**config.mk**
```make
export PLATFORM = sky130hd
export DESIGN_NAME = lia_datapath
export DESIGN_NICKNAME = d
export VERILOG_FILES = /design/src/lia_pkg.sv /design/src/lia_datapath.sv
export SDC_FILE = /design/constraint.sdc
export NUM_CORES = 2
export LEC_CHECK = 0
export BUFFER_PORTS_ARGS = -buffer_cell sky130_fd_sc_hd__buf_2
export CAP_MARGIN = 40
export CORE_ASPECT_RATIO = 0.9
export CORE_MARGIN = 8
export CORE_UTILIZATION = 47
export CTS_BUF_LIST = sky130_fd_sc_hd__clkbuf_16
export DETAILED_ROUTE_END_ITERATION = 7
export PLACE_DENSITY = 0.75
export SYNTH_ARGS = -nofsm -noshare
export SYNTH_HDL_FRONTEND = slang
export SYNTH_SLANG_ARGS = --single-unit
```
**constraint.sdc**
```tcl
create_clock -name i_clk -period 8.6 [get_ports i_clk]
set_clock_uncertainty 0.15 [all_clocks]
set_input_delay 1.72 -clock i_clk [delete_from_list [all_inputs] [get_ports i_clk]]
set_output_delay 1.72 -clock i_clk [all_outputs]
set_load 0.05 [all_outputs]
```
**src/lia_pkg.sv**
```systemverilog
`timescale 1ns / 1ps
package lia_pkg;

    localparam int SAMPLE_BITS = 16;
    localparam int CFG_W       = 32;
    localparam int RATE_W      = 19;
    localparam int ACC_W       = 32;
    localparam int MAX_RESULTS = 64;
    localparam int CNT_W       = $clog2(MAX_RESULTS + 1);
    localparam int CFG_IDX_W   = 3;

    localparam logic [CFG_IDX_W-1:0] CFG_SAMPLE_WIDTH  = 3'd0;
    localparam logic [CFG_IDX_W-1:0] CFG_CHANNEL_COUNT = 3'd1;
    localparam logic [CFG_IDX_W-1:0] CFG_IN_RATE       = 3'd2;
    localparam logic [CFG_IDX_W-1:0] CFG_OUT_RATE      = 3'd3;
    localparam logic [CFG_IDX_W-1:0] CFG_POSITION_STEP = 3'd4;
    localparam logic [CFG_IDX_W-1:0] CFG_TOTAL_OUTPUTS = 3'd5;

    localparam logic [1:0] WIDTH_BYTE  = 2'd1;
    localparam logic [1:0] CHAN_STEREO = 2'd2;

    // Commands from the controller to the datapath.
    typedef struct packed {
        logic start;
        logic check;
        logic mul;
        logic add;
        logic push;
        logic fin;
        logic last;
    } t_cmd;

    // Status from the datapath to the controller.
    typedef struct packed {
        logic more;
        logic out_free;
    } t_status;

endpackage

```
**src/lia_datapath.sv**
```systemverilog
`timescale 1ns / 1ps
module lia_datapath
    import lia_pkg::*;
#(
    parameter int FRAC_BITS = 14
) (
    input  logic                          i_clk,
    input  logic                          i_rst_n,
    input  logic                          i_cfg_we,
    input  logic [CFG_IDX_W-1:0]          i_cfg_idx,
    input  logic [CFG_W-1:0]              i_cfg_wdata,
    input  logic [SAMPLE_BITS-1:0]        i_left_raw,
    input  logic [SAMPLE_BITS-1:0]        i_right_raw,
    input  logic                          i_is_last,
    input  t_cmd                          i_cmd,
    output t_status                       o_status,
    input  logic                          i_out_ready,
    output logic                          o_out_valid,
    output logic signed [SAMPLE_BITS-1:0] o_left_out,
    output logic signed [SAMPLE_BITS-1:0] o_right_out,
    output logic                          o_last_of_run,
    output logic                          o_sound_done
);

    localparam int DIFF_W = SAMPLE_BITS + 1;
    localparam int PROD_W = DIFF_W + FRAC_BITS + 1;

    // Configuration registers.
    logic [1:0]        r_swidth;
    logic [1:0]        r_chans;
    logic [RATE_W-1:0] r_in_rate;
    logic [RATE_W-1:0] r_out_rate;
    logic [ACC_W-1:0]  r_step;
    logic [ACC_W-1:0]  r_total;

    // Sound state.
    logic signed [SAMPLE_BITS-1:0] r_prev_l;
    logic signed [SAMPLE_BITS-1:0] r_prev_r;
    logic                          r_have_prev;
    logic [ACC_W-1:0]              r_acc;
    logic [RATE_W-1:0]             r_ois;
    logic [ACC_W-1:0]              r_base;
    logic [ACC_W-1:0]              r_idx;
    logic [ACC_W-1:0]              r_emitted;

    // Current item.
    logic signed [SAMPLE_BITS-1:0] r_cur_l;
    logic signed [SAMPLE_BITS-1:0] r_cur_r;
    logic                          r_last;
    logic [CNT_W-1:0]              r_count;
    logic                          r_phase;   // still in the interpolation pass
    logic                          r_mode;    // the result being built is interpolated

    // Arithmetic pipeline and output register.
    logic signed [PROD_W-1:0]      r_prod_l;
    logic signed [PROD_W-1:0]      r_prod_r;
    logic signed [SAMPLE_BITS-1:0] r_res_l;
    logic signed [SAMPLE_BITS-1:0] r_res_r;
    logic                          r_res_done;
    logic                          r_out_valid;
    logic signed [SAMPLE_BITS-1:0] r_out_l;
    logic signed [SAMPLE_BITS-1:0] r_out_r;
    logic                          r_out_last;
    logic                          r_out_done;

    logic                          stereo;
    logic                          base_ok;
    logic [ACC_W:0]                pint;
    logic                          use_interp;
    logic                          out_free;
    logic signed [SAMPLE_BITS-1:0] prev_r_eff;
    logic signed [DIFF_W-1:0]      diff_l;
    logic signed [DIFF_W-1:0]      diff_r;
    logic signed [FRAC_BITS:0]     frac_s;
    logic signed [PROD_W-1:0]      q_l;
    logic signed [PROD_W-1:0]      q_r;
    logic signed [DIFF_W-1:0]      sum_l;
    logic signed [DIFF_W-1:0]      sum_r;
    logic [ACC_W-1:0]              n_acc;
    logic [RATE_W-1:0]             n_ois;
    logic [ACC_W-1:0]              n_emitted;

    // 8-bit samples are offset binary: flipping the top bit recenters them.
    function automatic logic signed [SAMPLE_BITS-1:0] decode(
        input logic [1:0]             swidth,
        input logic [SAMPLE_BITS-1:0] raw
    );
        logic signed [SAMPLE_BITS-1:0] v;
        begin
            if (swidth == WIDTH_BYTE) begin
                v = {{(SAMPLE_BITS-7){~raw[7]}}, raw[6:0]};
            end else begin
                v = raw;
            end
            return v;
        end
    endfunction

    assign stereo     = (r_chans == CHAN_STEREO);
    assign base_ok    = (r_count < CNT_W'(MAX_RESULTS)) && (r_emitted < r_total);
    assign pint       = {1'b0, r_base} + {{(FRAC_BITS+1){1'b0}}, r_acc[ACC_W-1:FRAC_BITS]};
    assign use_interp = r_phase && r_have_prev && (pint < {1'b0, r_idx});
    assign out_free   = !r_out_valid || i_out_ready;

    assign o_status.more     = base_ok && (use_interp || r_last);
    assign o_status.out_free = out_free;

    assign prev_r_eff = stereo ? r_prev_r : '0;
    assign diff_l     = DIFF_W'(r_cur_l) - DIFF_W'(r_prev_l);
    assign diff_r     = DIFF_W'(r_cur_r) - DIFF_W'(prev_r_eff);
    assign frac_s     = {1'b0, r_acc[FRAC_BITS-1:0]};

    // Arithmetic shift gives the floor of the scaled difference.
    assign q_l   = r_prod_l >>> FRAC_BITS;
    assign q_r   = r_prod_r >>> FRAC_BITS;
    assign sum_l = DIFF_W'(r_prev_l) + q_l[DIFF_W-1:0];
    assign sum_r = DIFF_W'(prev_r_eff) + q_r[DIFF_W-1:0];

    assign n_acc     = r_acc + r_step;
    assign n_ois     = r_ois + RATE_W'(1);
    assign n_emitted = r_emitted + ACC_W'(1);

    always_ff @(posedge i_clk) begin
        if (!i_rst_n) begin
            r_swidth    <= 2'd2;
            r_chans     <= 2'd1;
            r_in_rate   <= RATE_W'(48000);
            r_out_rate  <= RATE_W'(48000);
            r_step      <= ACC_W'(16384);
            r_total     <= '0;
            r_prev_l    <= '0;
            r_prev_r    <= '0;
            r_have_prev <= 1'b0;
            r_acc       <= '0;
            r_ois       <= '0;
            r_base      <= '0;
            r_idx       <= '0;
            r_emitted   <= '0;
            r_last      <= 1'b0;
            r_count     <= '0;
            r_phase     <= 1'b0;
            r_mode      <= 1'b0;
            r_out_valid <= 1'b0;
        end else begin
            if (i_cfg_we) begin
                case (i_cfg_idx)
                    CFG_SAMPLE_WIDTH:  r_swidth   <= i_cfg_wdata[1:0];
                    CFG_CHANNEL_COUNT: r_chans    <= i_cfg_wdata[1:0];
                    CFG_IN_RATE:       r_in_rate  <= i_cfg_wdata[RATE_W-1:0];
                    CFG_OUT_RATE:      r_out_rate <= i_cfg_wdata[RATE_W-1:0];
                    CFG_POSITION_STEP: r_step     <= i_cfg_wdata[ACC_W-1:0];
                    CFG_TOTAL_OUTPUTS: r_total    <= i_cfg_wdata[ACC_W-1:0];
                    default: ;
                endcase
            end

            if (i_cmd.start) begin
                r_last  <= i_is_last;
                r_count <= '0;
                r_phase <= 1'b1;
            end

            if (i_cmd.check) begin
                r_mode <= use_interp;
                if (!use_interp) begin
                    r_phase <= 1'b0;
                end
            end

            if (i_cmd.add) begin
                r_count   <= r_count + CNT_W'(1);
                r_emitted <= n_emitted;
                if (n_ois == r_out_rate) begin
                    r_ois  <= '0;
                    r_acc  <= '0;
                    r_base <= r_base + ACC_W'(r_in_rate);
                end else begin
                    r_ois <= n_ois;
                    r_acc <= n_acc;
                end
            end

            if (i_cmd.fin) begin
                if (r_last) begin
                    r_prev_l    <= '0;
                    r_prev_r    <= '0;
                    r_have_prev <= 1'b0;
                    r_acc       <= '0;
                    r_ois       <= '0;
                    r_base      <= '0;
                    r_idx       <= '0;
                    r_emitted   <= '0;
                end else begin
                    r_prev_l    <= r_cur_l;
                    r_prev_r    <= r_cur_r;
                    r_have_prev <= 1'b1;
                    r_idx       <= r_idx + ACC_W'(1);
                end
            end

            if (i_cmd.push && out_free) begin
                r_out_valid <= 1'b1;
            end else if (i_out_ready) begin
                r_out_valid <= 1'b0;
            end
        end
    end

    // Payload registers.
    always_ff @(posedge i_clk) begin
        if (i_cmd.start) begin
            r_cur_l <= decode(r_swidth, i_left_raw);
            r_cur_r <= stereo ? decode(r_swidth, i_right_raw) : '0;
        end
        if (i_cmd.mul) begin
            r_prod_l <= diff_l * frac_s;
            r_prod_r <= diff_r * frac_s;
        end
        if (i_cmd.add) begin
            r_res_done <= (n_emitted == r_total);
            if (r_mode) begin
                r_res_l <= sum_l[SAMPLE_BITS-1:0];
                r_res_r <= sum_r[SAMPLE_BITS-1:0];
            end else begin
                r_res_l <= r_cur_l;
                r_res_r <= r_cur_r;
            end
        end
        if (i_cmd.push && out_free) begin
            r_out_l    <= r_res_l;
            r_out_r    <= r_res_r;
            r_out_last <= i_cmd.last;
            r_out_done <= r_res_done;
        end
    end

    assign o_out_valid   = r_out_valid;
    assign o_left_out    = r_out_l;
    assign o_right_out   = r_out_r;
    assign o_last_of_run = r_out_last;
    assign o_sound_done  = r_out_done;

    a_count_cap: assert property (@(posedge i_clk) disable iff (!i_rst_n)
        r_count <= CNT_W'(MAX_RESULTS))
        else $error("result count above cap");

    a_push_loads: assert property (@(posedge i_clk) disable iff (!i_rst_n)
        (i_cmd.push && out_free) |=> r_out_valid)
        else $error("output register not loaded on push");

    a_tail_stays: assert property (@(posedge i_clk) disable iff (!i_rst_n)
        (!r_phase && !i_cmd.start) |=> !r_phase)
        else $error("interpolation pass resumed after tail copies began");

endmodule

```
==> impl_metrics.json <==
{
  "hold_viol_final": 0,
  "dp_hpwl_um": 83200,
  "worstPathRequired_ns": 8.80,
  "die_area_mm2": 0.101,
  "syn_avg_cell_area_um2": 8.71,
  "fillCellCount": 8085,
  "slew_headroom": 0.347,
  "rrSetupSlack_ns": 0.15,
  "overflow": 0,
  "synth_area_mm2": 0.0428,
  "die_w_um": 334,
  "fmax_mhz": 118,
  "reg2reg_depth": 33,
  "min_to": "o_right_out[12]$_DFFE_PP_",
  "dp.cells": 6105,
  "h-tree-depth": 2,
  "placed_cell_area_mm2": 0.0452,
  "use_met3": 0.0336,
  "reg2reg_to": "r_prod_r[29]$_DFFE_PP_",
  "start_util": 0.472,
  "combPwrFrac": 0.181,
  "status": "complete, no violations",
  "clkLatencyLatePin_ns": 0.64,
  "first_pass_iters": 7,
  "netlist.area_leader.share": 0.204,
  "ios": 116,
  "cts_tree": "built",
  "ctsRootBufferMaster": "clkbuf_16",
  "stdcell_area_mm2": 0.0472,
  "via_per_inst": 5.49,
  "slew_viol_final": 0,
  "synthDistinctLibCells": 81,
  "clockBufferDepth": 3,
  "hold_buffers": 0,
  "hp-class": "flop to flop",
  "core_mm2": 0.0906,
  "finish.utilization": 0.521,
  "yosysWarnings": 0,
  "die_h_um": 302,
  "cp_max_fo": 6,
  "fin_nets": 5852,
  "gp_congestion": 0.907,
  "io_buffers": 115,
  "rows": 105,
  "grt_busiest_layer": "met2",
  "cts_sinks": 428,
  "cts_made_buffers": 48,
  "cpMaxStageDelayCell": "fa_1",
  "antenna_left": 0,
  "drive_above_1_share": 0.0941,
  "synth-seq-cells": 428,
  "grt_pass1_vias": 34100,
  "synth-main-ff-cell": "dfxtp_1",
  "finalSetupViolCount": 0,
  "syn-instance-count": 4910,
  "met1_usage": 0.293,
  "areaGrowthSynthToFinish_pct": 10.3,
  "rsz0062_at_grt": "true",
  "crit_type": "flop to flop",
  "p_int_mw": 3.72,
  "tightest_slew_ns": 0.977,
  "via_count": 34100,
  "timing.final.crit_period_ns": 8.45,
  "worstHoldStart": "r_res_r[12]$_DFFE_PP_",
  "cp_data_arrival_time_ns": 8.66,
  "grtUsageTotal": 0.213,
  "drc": 0,
  "wl_um": 109000,
  "whs_path_depth": 0,
  "grt_pass1_wl_um": 177000,
  "antenna_found_initial": 9,
  "yosysMostFrequentCell": "nand2_1",
  "synth_area_leader_cell": "fa_1",
  "powerDensity_mw_per_mm2": 112,
  "async_flop_share": 0,
  "r2r-start": "r_chans[1]$_SDFFE_PN0P_",
  "drt_iter0_markers": 2355,
  "period_share": 0.983,
  "switchingPower_mw": 1.58,
  "endpoint_kind": "flop",
  "p_sw_frac": 0.298,
  "synth_nets": 5773,
  "synthTopCellsByArea": "fa_1 (20%), dfxtp_1 (14%), ha_1 (10%), edfxtp_1 (9.2%), nand2_1 (5.9%)",
  "pwr-share-seq": 0.416,
  "layout.cells.non_filler": 6214,
  "hold_slack_ns": 0.268,
  "synth_edf_count": 131,
  "cpMostUsedCell": "fa_1",
  "wire_per_inst_um": 17.5,
  "synth_seq_area_share": 0.231,
  "grt.met2_usage": 0.343,
  "grt_max_degree": 75,
  "cpPeakStageDelay_ns": 0.56,
  "start_kind": "flop",
  "clk_pin_slew_ns": 0.06,
  "cap_violations": 0,
  "vdd_ir_drop_max_uv": 132,
  "synth_commonest_cells": "nand2_1 (672), inv_1 (612), fa_1 (437)",
  "p_leak_nw": 21.6,
  "power.share.clock": 0.403
}
[registers in the layout, summed over array words and instances (netlist names), 16 cells and up]
| signal | flops |
|---|---|
| o_right_out | 16 |
| r_prod_l | 16 |
| r_total | 32 |
| r_prod_r | 16 |
| r_cur_l | 16 |
| r_out_rate | 19 |
| r_step | 32 |
| r_prev_r | 16 |
| r_cur_r | 16 |
| r_base | 32 |
| r_idx | 32 |
| r_in_rate | 19 |
| r_prev_l | 16 |
| r_res_r | 16 |
| r_acc | 32 |
| r_ois | 19 |
| r_emitted | 32 |
| r_res_l | 16 |
| o_left_out | 16 |
[kinds of logic after synthesis]
logic type | synth area share
and+or+nand+nor | 0.200
xor gates and xnor gates | 0.0623
adders and majority gates | 0.306
muxes | 0.00822
DFF | 0.231
AOI/OAI and AO/OA | 0.116
buffers and inverters | 0.0762
[worst max path at each step]
| stage | start | endpoint | slack (ns) | cells past startpoint |
|---|---|---|---|---|
| finish | r_chans[1]$_SDFFE_PN0P_ | r_prod_r[29]$_DFFE_PP_ | 0.15 | 33 |
| global route | r_chans[1]$_SDFFE_PN0P_ | r_prod_r[29]$_DFFE_PP_ | -0.15 | 34 |
| CTS | r_chans[1]$_SDFFE_PN0P_ | r_prod_r[28]$_DFFE_PP_ | 0.02 | 31 |
| detailed placement | r_chans[1]$_SDFFE_PN0P_ | r_prod_r[29]$_DFFE_PP_ | -0.19 | 33 |
| global placement | r_chans[1]$_SDFFE_PN0P_ | r_prod_r[29]$_DFFE_PP_ | 0.005 | 35 |
| floorplan | r_chans[1]$_SDFFE_PN0P_ | r_prod_r[28]$_DFFE_PP_ | 0.02 | 35 |
[per-stage QoR]
stage               worst slack, ns  power (mW)  setup TNS, ns
finish                        0.149        5.30              0
global route                 -0.152        5.51         -0.405
CTS                          0.0162        5.31              0
detailed placement           -0.188        3.16         -0.937
global placement            0.00499        3.13              0
floorplan                    0.0174        2.82              0
[what timing repair did]
item | 4_1_cts | 5_1_grt
pin swaps | 4 | 57
endpoints found under the hold margin | 0 | 0
gates resized for setup | 11 | 69
buffers inserted | 2 | 9
endpoints found under the setup margin | 11 | 23
[critical path: cells and delay by family (launching register included)]
kind / cells / cell delay (ns)
xor gates and xnor gates: 2 / 0.23
AOI/OAI and AO/OA: 13 / 2.54
buffers and inverters: 4 / 0.30
and+or+nand+nor: 5 / 0.85
adders and majority gates: 9 / 3.75
DFF: 1 / 0.32
[layout by cell type, fill, tap and decap left out, types with 92 or more instances in the layout]
| cell type | netlist | layout |
|---|---|---|
| a21oi_1 | 222 | 213 |
| nor2b_1 | 112 | 109 |
| nor2_1 | 204 | 202 |
| dfxtp_1 | 297 | 296 |
| fa_1 | 437 | 432 |
| xnor2_1 | 210 | 205 |
| a21boi_0 | 105 | 101 |
| nand2_1 | 672 | 668 |
| inv_1 | 612 | 615 |
| buf_4 | 5 | 149 |
| and2_1 | 257 | 251 |
| xor2_1 | 92 | 92 |
| nand3_1 | 151 | 149 |
| edfxtp_1 | 131 | 131 |
| o21ai_0 | 128 | 122 |
| ha_1 | 347 | 343 |
| buf_2 | 11 | 114 |
[routing by layer]
metal / part of all wire / vias up
met5: 0.00012 / -
met1: 0.45 / 16600
met2: 0.45 / 1064
met3: 0.070 / 232
li1: - / 16300
met4: 0.032 / 2
[power groups by stage]
stage | registers (mW) | logic (mW) | clock network [mW]
floorplan | 2.26 | 0.556 | 0
global placement | 2.25 | 0.887 | 0
detailed placement | 2.25 | 0.918 | 0
CTS | 2.20 | 0.930 | 2.18
global route | 2.21 | 1.05 | 2.25
finish | 2.20 | 0.960 | 2.13
[layout make-up]
class | instances | area, um2 | share of cell area
antenna | 8 | 20.0 | 0.000424
clock buffer | 48 | 1200 | 0.0254
clock inverter | 42 | 429 | 0.00909
inverter | 613 | 2300 | 0.0488
multi-input combinational | 3623 | 30000 | 0.636
sequential | 428 | 9880 | 0.209
tap | 1177 | 1470 | 0.0312
timing repair buffer | 275 | 1890 | 0.0400
Power figures use the tool's default switching activity.
