<file path="src/lia_pkg.sv">
`timescale 1ns / 1ps
package lia_pkg;

    localparam int SAMPLE_BITS = 16;
    localparam int CFG_W       = 32;
    localparam int RATE_W      = 19;
    localparam int ACC_W       = 32;
    localparam int MAX_RESULTS = 64;
    localparam int CNT_W       = $clog2(MAX_RESULTS + 1);
    localparam int CFG_IDX_W   = 3;

    localparam logic [CFG_IDX_W-1:0] CFG_SAMPLE_WIDTH  = 3'd0;
    localparam logic [CFG_IDX_W-1:0] CFG_CHANNEL_COUNT = 3'd1;
    localparam logic [CFG_IDX_W-1:0] CFG_IN_RATE       = 3'd2;
    localparam logic [CFG_IDX_W-1:0] CFG_OUT_RATE      = 3'd3;
    localparam logic [CFG_IDX_W-1:0] CFG_POSITION_STEP = 3'd4;
    localparam logic [CFG_IDX_W-1:0] CFG_TOTAL_OUTPUTS = 3'd5;

    localparam logic [1:0] WIDTH_BYTE  = 2'd1;
    localparam logic [1:0] CHAN_STEREO = 2'd2;

    // Commands from the controller to the datapath.
    typedef struct packed {
        logic start;
        logic check;
        logic mul;
        logic add;
        logic push;
        logic fin;
        logic last;
    } t_cmd;

    // Status from the datapath to the controller.
    typedef struct packed {
        logic more;
        logic out_free;
    } t_status;

endpackage

</file>
<file path="src/lia_ctrl.sv">
`timescale 1ns / 1ps
module lia_ctrl
    import lia_pkg::*;
(
    input  logic    i_clk,
    input  logic    i_rst_n,
    input  logic    i_in_valid,
    output logic    o_in_ready,
    input  t_status i_status,
    output t_cmd    o_cmd
);

    typedef enum logic [2:0] {
        S_IDLE,
        S_CHECK,
        S_MUL,
        S_ADD,
        S_PUSH,
        S_FIN
    } t_state;

    t_state r_state;
    logic   r_pend;   // a computed result waits for its last_of_run decision
    logic   r_more;   // another result follows the pending one

    always_ff @(posedge i_clk) begin
        if (!i_rst_n) begin
            r_state <= S_IDLE;
            r_pend  <= 1'b0;
            r_more  <= 1'b0;
        end else begin
            case (r_state)
                S_IDLE: begin
                    if (i_in_valid) begin
                        r_state <= S_CHECK;
                    end
                end
                S_CHECK: begin
                    r_more <= i_status.more;
                    if (r_pend) begin
                        r_state <= S_PUSH;
                    end else if (i_status.more) begin
                        r_state <= S_MUL;
                    end else begin
                        r_state <= S_FIN;
                    end
                end
                S_MUL: begin
                    r_state <= S_ADD;
                end
                S_ADD: begin
                    r_pend  <= 1'b1;
                    r_state <= S_CHECK;
                end
                S_PUSH: begin
                    if (i_status.out_free) begin
                        r_pend  <= 1'b0;
                        r_state <= r_more ? S_MUL : S_FIN;
                    end
                end
                S_FIN: begin
                    r_state <= S_IDLE;
                end
                default: begin
                    r_state <= S_IDLE;
                end
            endcase
        end
    end

    assign o_in_ready  = (r_state == S_IDLE);
    assign o_cmd.start = (r_state == S_IDLE) && i_in_valid;
    assign o_cmd.check = (r_state == S_CHECK);
    assign o_cmd.mul   = (r_state == S_MUL);
    assign o_cmd.add   = (r_state == S_ADD);
    assign o_cmd.push  = (r_state == S_PUSH);
    assign o_cmd.fin   = (r_state == S_FIN);
    assign o_cmd.last  = !r_more;

    a_idle_no_pend: assert property (@(posedge i_clk) disable iff (!i_rst_n)
        (r_state == S_IDLE) |-> !r_pend)
        else $error("result left pending at end of item");

    a_push_has_pend: assert property (@(posedge i_clk) disable iff (!i_rst_n)
        (r_state == S_PUSH) |-> r_pend)
        else $error("push without a computed result");

    a_add_to_check: assert property (@(posedge i_clk) disable iff (!i_rst_n)
        (r_state == S_ADD) |=> (r_state == S_CHECK) && r_pend)
        else $error("add step did not return to check");

endmodule

</file>
<file path="config.mk">
export PLATFORM = sky130hd
export DESIGN_NAME = lia_ctrl
export DESIGN_NICKNAME = d
export VERILOG_FILES = /design/src/lia_pkg.sv /design/src/lia_ctrl.sv
export SDC_FILE = /design/constraint.sdc
export NUM_CORES = 1
export LEC_CHECK = 0
export BUFFER_PORTS_ARGS = -buffer_cell sky130_fd_sc_hd__clkbuf_2
export CAP_MARGIN = 20
export CELL_PAD_IN_SITES_DETAIL_PLACEMENT = 1
export CELL_PAD_IN_SITES_GLOBAL_PLACEMENT = 2
export CORE_UTILIZATION = 25
export DETAILED_ROUTE_END_ITERATION = 7
export MAX_ROUTING_LAYER = met4
export PLACE_DENSITY_LB_ADDON = 0.1
export SYNTH_ARGS = -nofsm -noshare
export SYNTH_HDL_FRONTEND = slang
export SYNTH_SLANG_ARGS = --single-unit
</file>
<file path="constraint.sdc">
create_clock -name i_clk -period 3.1 [get_ports i_clk]
set_input_delay 0.465 -clock i_clk [delete_from_list [all_inputs] [get_ports i_clk]]
set_output_delay 0.465 -clock i_clk [all_outputs]
set_load 0.005 [all_outputs]
</file>
==> impl_metrics.tcl, run 1 <==
set metrics [dict create \
    ctsHoldBuffers 0 \
    syn_nets 47 \
    final-hold-violation-count 0 \
    critPathLaunchType "flip-flop" \
    fin_nets 61 \
    yosys.cell_types.count 22 \
    setup_violations 0 \
    drt_iter0_drc 0 \
    period_share_pct 54.8 \
    via_count 332 \
    crit_family "flip-flops" \
    grt_usage_pct 14.5 \
    cp_slowest_cell "dfxtp_1" \
    viasPerCell 4.81 \
    crit_type "reg2out" \
    synthXorXnorAreaFrac_pct 0 \
    power_density_nw_per_um2 494 \
    dp_hpwl_um 660 \
    crit_path_end_kind "output pin" \
    synth_common_cells "dfxtp_1, nor2b_1, and2_1" \
    port-buffer-count 12 \
    cp_max_fo 12 \
    cp.depth 3 \
    path_cells "nor2b_1, and2_1, clkbuf_2" \
    grt_remaining_overflow 0 \
    antenna_cells 0 \
    synth_edf_count 0 \
    holdCritPathClass "in2reg" \
    postRouteAntennaNets 0 \
    p_leak_nw 0.185 \
    synth-simple-area-share_pct 43.1 \
    yosysSeqAreaShare_pct 29.2 \
    clk_path_buf_depth 2 \
    slew_headroom_pct 69.8 \
    critPathBufInv 1 \
    outcome "complete, no violations" \
    routedWlPerCell_um 12.2 \
    rows 12 \
    dieArea_um2 1520 \
    yosys_warnings 0 \
    ir_drop_mv 0.333 \
    root_buffer "clkbuf_4" \
    core_um2 1190 \
    final_area_um2 425 \
    clock_latency_ps 240 \
    max_freq_mhz 588 \
    syn_inst 42 \
    tritoncts "done" \
    synthAdderAreaFrac_pct 0 \
    post-route-min-period_ps 1700 \
    muxShareOfSynthArea_pct 2.92 \
    worst_pin_slew_ps 452 \
    drive_gt1_share_pct 30.9 \
    grt_pass1_wl_mm 1.44 \
    netlist.top_cell.by_area "dfxtp_1" \
    synthesis.area_um2 343 \
    dr.pass1.iters 1 \
    tns_ps 0 \
    drt-total-wl_um 839 \
    synth_top_family_by_area "simple AND/OR/NAND/NOR gates" \
    synth-async-reset-ratio_pct 0 \
    synth_area_leaders "dfxtp_1, nor2b_1, and2_1, nor3b_2, a21oi_1" \
    synth-seq-cells 5 \
    cts.clk_slew.worst_paths_ps 50 \
    rr_endpoint "r_more" \
    yosysTopAreaCellShare_pct 29.2 \
    antenna_found_initial 0 \
    cts_setup_buffers 0 \
    areaGrowthSynthToFinish_pct 24.1 \
    drv_slew 0 \
    rsz0062_at_grt "false" \
    synth_compound_area_share_pct 17.5 \
    synth-main-ff-cell "dfxtp_1" \
    drc 0 \
    startpoint "r_state[1]" \
    die_h_um 39.0 \
    cpPeakStageDelay_ps 530 \
    cts_max_level 1 \
    grt_pass1_vias 341 \
    grt_max_degree 15 \
    routabilityCongestion 0.746 \
    syn_area_per_cell_um2 8.16 \
    critPathRequiredTime_ps 2630 \
    io_pins 13 \
    arrival_ps 1230 \
    cts.sinks 5 \
    reg2reg_from "r_state[0]" \
    critPathCapture "o_cmd[3]" \
    maxCapViolCount 0 \
    cts_resized 0 \
    hold_slack_ps 517 \
    reg2reg_depth 3 \
    rrSetupSlack_ps 1880 \
    skew_ps 2.95 \
    placed_area_um2 399 \
    dieWidth_um 39.0 \
    numCtsBuffers 3 \
    start_util_pct 28.9 \
]
-- worst reg2reg max path, stage by stage (launching register included) --
cell and delay, ps:
dfxtp_1 520, nor3b_2 320, mux2i_1 220, nor2b_1 60
-- power breakdown --
part / leakage [nW] / total [mW] / switching, mW / internal [mW]
clock network: 0.0150 / 0.0757 / 0.0271 / 0.0487
registers: 0.0409 / 0.0847 / 0.0145 / 0.0702
logic: 0.130 / 0.0499 / 0.0223 / 0.0276
-- metrics by stage --
step | utilization, % | cells | worst slack [ps] | power (mW)
floorplan | - | 42 | 1770 | 0.120
global placement | 33.6 | 65 | 1660 | 0.134
detailed placement | 33.6 | 65 | 1650 | 0.137
CTS | 35.9 | 69 | 1380 | 0.214
global route | 35.9 | 69 | 1280 | 0.228
finish | 35.9 | 69 | 1400 | 0.210
-- state kept, by name (all words and copies together) (netlist names) --
| signal | cells |
|---|---|
| r_more | 1 |
| r_pend | 1 |
| r_state | 3 |
-- worst min-delay path by stage --
stage             from     end  slack, ps  cells past startpoint
2_1_floorplan   r_pend  r_pend        510                      2
3_3_place_gp    r_pend  r_pend        550                      2
3_5_place_dp    r_pend  r_pend        570                      2
4_1_cts        i_rst_n  r_pend        520                      3
5_1_grt        i_rst_n  r_more        540                      2
6_report       i_rst_n  r_pend        520                      3
-- kinds of logic after synthesis --
family,Yosys count
buf+inv,4
flops,5
simple gates,22
compound gates,10
mux,1
-- layer usage --
metal | vias up | routed length [um] | part of all wire, % | GRT usage, %
met2 | 6 | 403 | 48 | 24.6
met1 | 153 | 391 | 47 | 15.4
li1 | 173 | - | - | -
met4 | 0 | 0 | 0 | 0
met3 | 0 | 44 | 5.2 | 8.67
met5 | - | 0 | 0 | -
-- area by class of cell --
type | count | area [um^2]
clock buffer | 4 | 26.3
timing repair buffer | 12 | 60.1
fill | 154 | 761
sequential | 5 | 100
inverter | 1 | 3.75
tap | 14 | 17.5
multi-input combinational | 33 | 218
-- layout by cell type (no fill, tap or decap) --
cell / instances
clkbuf_2: 12
nand2b_1: 2
inv_1: 1
nor3b_1: 1
o21ai_0: 2
a22oi_1: 1
clkbuf_4: 3
a31oi_1: 1
nor2_1: 3
dfxtp_1: 5
mux2i_1: 1
nor2b_1: 5
a21oi_1: 3
o21ai_1: 1
nor3b_2: 2
nand3b_1: 2
o21bai_1: 1
and2_1: 4
nor3_1: 1
clkbuf_1: 1
or3_1: 1
and3b_1: 1
a32oi_1: 1
Power figures use the tool's default switching activity.
==> run 2, diff against run 1 <==
--- a/config.mk
+++ b/config.mk
@@ -9,7 +9,7 @@
 export CAP_MARGIN = 20
 export CELL_PAD_IN_SITES_DETAIL_PLACEMENT = 1
 export CELL_PAD_IN_SITES_GLOBAL_PLACEMENT = 2
-export CORE_UTILIZATION = 25
+export CORE_UTILIZATION = 21
 export DETAILED_ROUTE_END_ITERATION = 7
 export MAX_ROUTING_LAYER = met4
 export PLACE_DENSITY_LB_ADDON = 0.1
==> constraint.sdc (replaced) <==
create_clock -name i_clk -period 1.4 [get_ports i_clk]
set_input_delay 0.21 -clock i_clk [delete_from_list [all_inputs] [get_ports i_clk]]
set_output_delay 0.21 -clock i_clk [all_outputs]
set_load 0.005 [all_outputs]
==> run 2 against run 1 <==
  * Die area increased by 18%
  * Utilization decreased by 7.0 points
  * Critical path type unchanged
  * Register-to-register slack got worse by 1600 ps
  * Flip-flop and latch count unchanged
  * Critical path depth unchanged
  * Cell area increased by 3.5%
  * Total power increased by 130%
==> impl_metrics.tcl, run 2 (same netlist as run 1, synthesis figures left out) <==
set metrics [dict create \
    cp_slowest_cell "dfxtp_2" \
    grt_pass1_vias 332 \
    core_um2 1520 \
    maxCapViolCount 0 \
    dieArea_um2 1800 \
    rows 14 \
    cts_max_level 1 \
    arrival_ps 1130 \
    grt_max_degree 15 \
    numCtsBuffers 3 \
    routabilityCongestion 0.695 \
    post-route-min-period_ps 1340 \
    viasPerCell 4.87 \
    clk_path_buf_depth 2 \
    cts.clk_slew.worst_paths_ps 40 \
    cts_setup_buffers 0 \
    clock_latency_ps 240 \
    grt_usage_pct 11.9 \
    antenna_cells 0 \
    crit_family "simple AND/OR/NAND/NOR gates" \
    drc 0 \
    drive_gt1_share_pct 36.4 \
    largest_reg_flops 3 \
    max_freq_mhz 748 \
    power_mw 0.475 \
    postRouteAntennaNets 0 \
    fin_nets 61 \
    num-fill-cells 186 \
    top_regs "r_state: 3 flops, r_more: 1 flops, r_pend: 1 flops" \
    routedWlPerCell_um 13.3 \
    power_density_nw_per_um2 1080 \
    outcome "complete, no violations" \
    die_h_um 42.4 \
    areaGrowthSynthToFinish_pct 28.5 \
    start_util_pct 22.5 \
    drt-total-wl_um 947 \
    crit_type "reg2out" \
    rsz0062_at_grt "false" \
    dieWidth_um 42.4 \
    via_count 346 \
    dp_hpwl_um 716 \
    final_cell_mix "clkbuf_2, nor2b_1, and2_1" \
    dpl.cell_count 67 \
    top_register "r_state" \
    critPathRequiredTime_ps 1190 \
    ctsHoldBuffers 0 \
    fin_cells 71 \
    root_buffer "clkbuf_4" \
    drt_iter0_drc 2 \
    slew_headroom_pct 81.5 \
    p_leak_nw 0.186 \
    final-hold-violation-count 0 \
    tns_ps 0 \
    path_cells "nor3_1, and2_1, clkbuf_2" \
    final_common_cell "clkbuf_2" \
    seqCellArea_um2 106 \
    ir_drop_mv 0.514 \
    port-buffer-count 12 \
    grt_pass1_wl_mm 1.53 \
    cp_max_fo 11 \
    holdCritPathClass "in2reg" \
    crit_path_end_kind "output pin" \
    cts.sinks 5 \
    period_share_pct 95.5 \
    critPathLaunchType "flip-flop" \
    final_util_pct 28.9 \
    worst_pin_slew_ps 278 \
    setup_violations 0 \
    skew_ps 4.55 \
    dr.pass1.iters 2 \
    drv_slew 0 \
    grt_remaining_overflow 0 \
    tritoncts "done" \
    critPathBufInv 1 \
    antenna_found_initial 0 \
    cpPeakStageDelay_ps 370 \
    io_pins 13 \
    multi_input_area_um2 224 \
]
==> run 2: changes by cell type in the layout (fill, tap and decap cells not counted) <==
| cell | previous run | this run |
|---|---|---|
| dfxtp_1 | 5 | 2 |
| dfxtp_4 | 0 | 1 |
| dfxtp_2 | 0 | 2 |
| nor3b_2 | 2 | 1 |
| nor3b_4 | 0 | 1 |
==> run 2: area by class of cell <==
| type | instances | share of cell area (%) |
|---|---|---|
| Multi-Input combinational cell | 33 | 50.9 |
| Sequential cell | 5 | 24.1 |
| Timing Repair Buffer | 12 | 13.6 |
| Clock buffer | 4 | 5.97 |
| Tap cell | 16 | 4.55 |
| Inverter | 1 | 0.852 |
==> run 2: path summary, 6_finish.rpt <==
check,from,to,slack [ps],depth (start not counted)
worst max-delay path,r_state[0],o_cmd[6],60,3
worst min-delay path,i_rst_n,r_pend,260,3
worst max register to register,r_state[0],r_state[1],260,3
worst min register to register,r_state[1],r_state[2],530,1
==> run 2: per-stage QoR <==
stage	hold slack (ps)	cell area (um^2)	setup WS (ps)
final	262	440	62.8
after floorplan	338	343	284
after global placement	510	402	190
after CTS	253	432	27.6
after detailed placement	510	402	136
after global routing	263	440	3.96
==> run 2: routing by layer <==
layer | global-route usage, % | vias to the layer above | share of wire, %
met5 | - | - | 0
met3 | 3.88 | 2 | 4.4
met1 | 13.8 | 160 | 49
li1 | - | 175 | -
met2 | 17.5 | 9 | 46
met4 | 7.50 | 0 | 0.53
==> run 2: what timing repair did <==
item / 4_1_cts / 5_1_grt
endpoints found under the setup margin: 6 / 2
resized for setup: 3 / 2
hold endpoints to repair: 0 / 0
==> run 2: worst reg2reg max path: stages (launching register included) <==
cell     delay, ps
dfxtp_2        370
or3_1          380
a32oi_1        210
a21oi_1         60
==> run 2: power breakdown <==
part,switching (mW),internal [mW]
registers,0.0349,0.157
logic,0.0521,0.0654
clock network,0.0580,0.108
total,0.145,0.330
==> run 3, diff against run 2 <==
--- a/config.mk
+++ b/config.mk
@@ -7,12 +7,11 @@
 export LEC_CHECK = 0
 export BUFFER_PORTS_ARGS = -buffer_cell sky130_fd_sc_hd__clkbuf_2
 export CAP_MARGIN = 20
-export CELL_PAD_IN_SITES_DETAIL_PLACEMENT = 1
-export CELL_PAD_IN_SITES_GLOBAL_PLACEMENT = 2
-export CORE_UTILIZATION = 21
+export CORE_AREA = 2 2 39 41
 export DETAILED_ROUTE_END_ITERATION = 7
+export DIE_AREA = 0 0 41 43
+export GPL_TIMING_DRIVEN = 0
 export MAX_ROUTING_LAYER = met4
-export PLACE_DENSITY_LB_ADDON = 0.1
 export SYNTH_ARGS = -nofsm -noshare
 export SYNTH_HDL_FRONTEND = slang
 export SYNTH_SLANG_ARGS = --single-unit
==> run 3 against run 2 <==
  * Combinational power rose by 24%
  * Clock skew fell by 3.1 ps
  * Largest power group unchanged
  * Maximum frequency rose by 1.5%
  * Total power rose by 1.8%
  * Routed wire length fell by 21%
==> impl_metrics.tcl, run 3 (same netlist as run 1, synthesis figures left out) <==
set metrics [dict create \
    outcome "complete, no violations" \
    num-fill-cells 153 \
    met1_usage_pct 12.9 \
    p_leak_nw 0.202 \
    critPathLaunchType "flip-flop" \
    postRouteAntennaNets 0 \
    grt_remaining_overflow 0 \
    grt_pass1_wl_mm 1.24 \
    maxCapViolCount 0 \
    final_cell_mix "clkbuf_2, and2_1, nor2b_1" \
    period_share_pct 94.1 \
    top_register "r_state" \
    grt_max_degree 11 \
    dieArea_um2 1760 \
    holdCritPathClass "in2reg" \
    drc 0 \
    cp_max_fo 10 \
    viasPerCell 4.77 \
    cts_max_level 1 \
    grt_use_met2_pct 15.0 \
    fin_nets 63 \
    final-hold-violation-count 0 \
    max_freq_mhz 759 \
    drive_gt1_share_pct 40.4 \
    setup_violations 0 \
    dp_hpwl_um 595 \
    worst_pin_slew_ps 276 \
    tns_ps 0 \
    crit_type "reg2out" \
    power_density_nw_per_um2 1040 \
    grtUsageMet3_pct 4.71 \
    areaGrowthSynthToFinish_pct 36.1 \
    numCtsBuffers 3 \
    final_common_cell "clkbuf_2" \
    skew_ps 1.41 \
    post-route-min-period_ps 1320 \
    io_pins 13 \
    rsz0062_at_grt "false" \
    port-buffer-count 12 \
    top_regs "r_state: 3 flops, r_more: 1 flops, r_pend: 1 flops" \
    cts.sinks 5 \
    start_util_pct 24.8 \
    die_h_um 43 \
    dieWidth_um 41 \
    routabilityCongestion 0.691 \
    cp_slowest_cell "dfxtp_2" \
    root_buffer "clkbuf_4" \
    slew_headroom_pct 81.6 \
    ir_drop_mv 0.336 \
    arrival_ps 1110 \
    drt-total-wl_um 748 \
    via_count 348 \
    dr.pass1.iters 1 \
    dpl.cell_count 70 \
    cts.clk_slew.worst_paths_ps 40 \
    drv_slew 0 \
    largest_reg_flops 3 \
    critPathRequiredTime_ps 1190 \
    tritoncts "done" \
    crit_path_end_kind "output pin" \
    hold_slack_ps 250 \
    drt_iter0_drc 0 \
    clk_path_buf_depth 2 \
    cpPeakStageDelay_ps 330 \
    fin_cells 73 \
    grt.busiest_layer "met2" \
    rows 14 \
    grt_pass1_vias 298 \
    path_cells "buf_6, nor2b_2, and2_1, clkbuf_2" \
    power_mw 0.483 \
    clock_latency_ps 240 \
    grt_usage_pct 10.6 \
    core_um2 1380 \
    antenna_found_initial 0 \
    antenna_cells 0 \
    routedWlPerCell_um 10.2 \
]
run 3: report_power, final:
| group | leakage (nW) | total [mW] | internal [mW] | switching [mW] |
|---|---|---|---|---|
| combinational | 0.145 | 0.145 | 0.0795 | 0.0660 |
| clock | 0.0150 | 0.161 | 0.107 | 0.0540 |
| sequential | 0.0418 | 0.176 | 0.157 | 0.0197 |
run 3: critical path, delay by kind of cell, from the launching register on:
family / cells / cell delay (ps)
buffers and inverters: 2 / 230
DFF: 1 / 330
and+or+nand+nor: 2 / 310
run 3: worst paths after layout:
kind	start	end	slack, ps	cells after the start
worst max-delay path	r_state[1]	o_cmd[3]	80	4
worst min-delay path	i_rst_n	r_more	250	2
worst max register to register	r_state[0]	r_state[1]	170	4
worst min register to register	r_pend	r_pend	560	2
run 3: what timing repair did:
item,in CTS,in global routing
setup buffers,0,0
hold buffers,0,0
gates resized for setup,3,5
endpoints found under the setup margin,2,3
cloned,0,0
run 3: metal layers:
layer	wire length [um]	up-vias
met5	0	-
met4	0	0
met3	41	0
met2	382	9
met1	324	163
li1	-	176
run 3: final cells by class:
class	instances	area (um^2)	share of cell area, %
Sequential cell	5	103	22.0
Timing Repair Buffer	12	60.1	12.9
Buffer	2	22.5	4.83
Multi-Input combinational cell	33	231	49.6
Tap cell	16	20.0	4.29
Clock buffer	4	26.3	5.63
Inverter	1	3.75	0.804
run 3: per-stage QoR:
step	worst slack, ps	area [um^2]	util, %
after global routing	7.52	467	33.7
after detailed placement	189	423	30.6
final	82.3	467	33.7
after global placement	196	423	30.6
after floorplan	284	343	-
after CTS	4.27	459	33.2
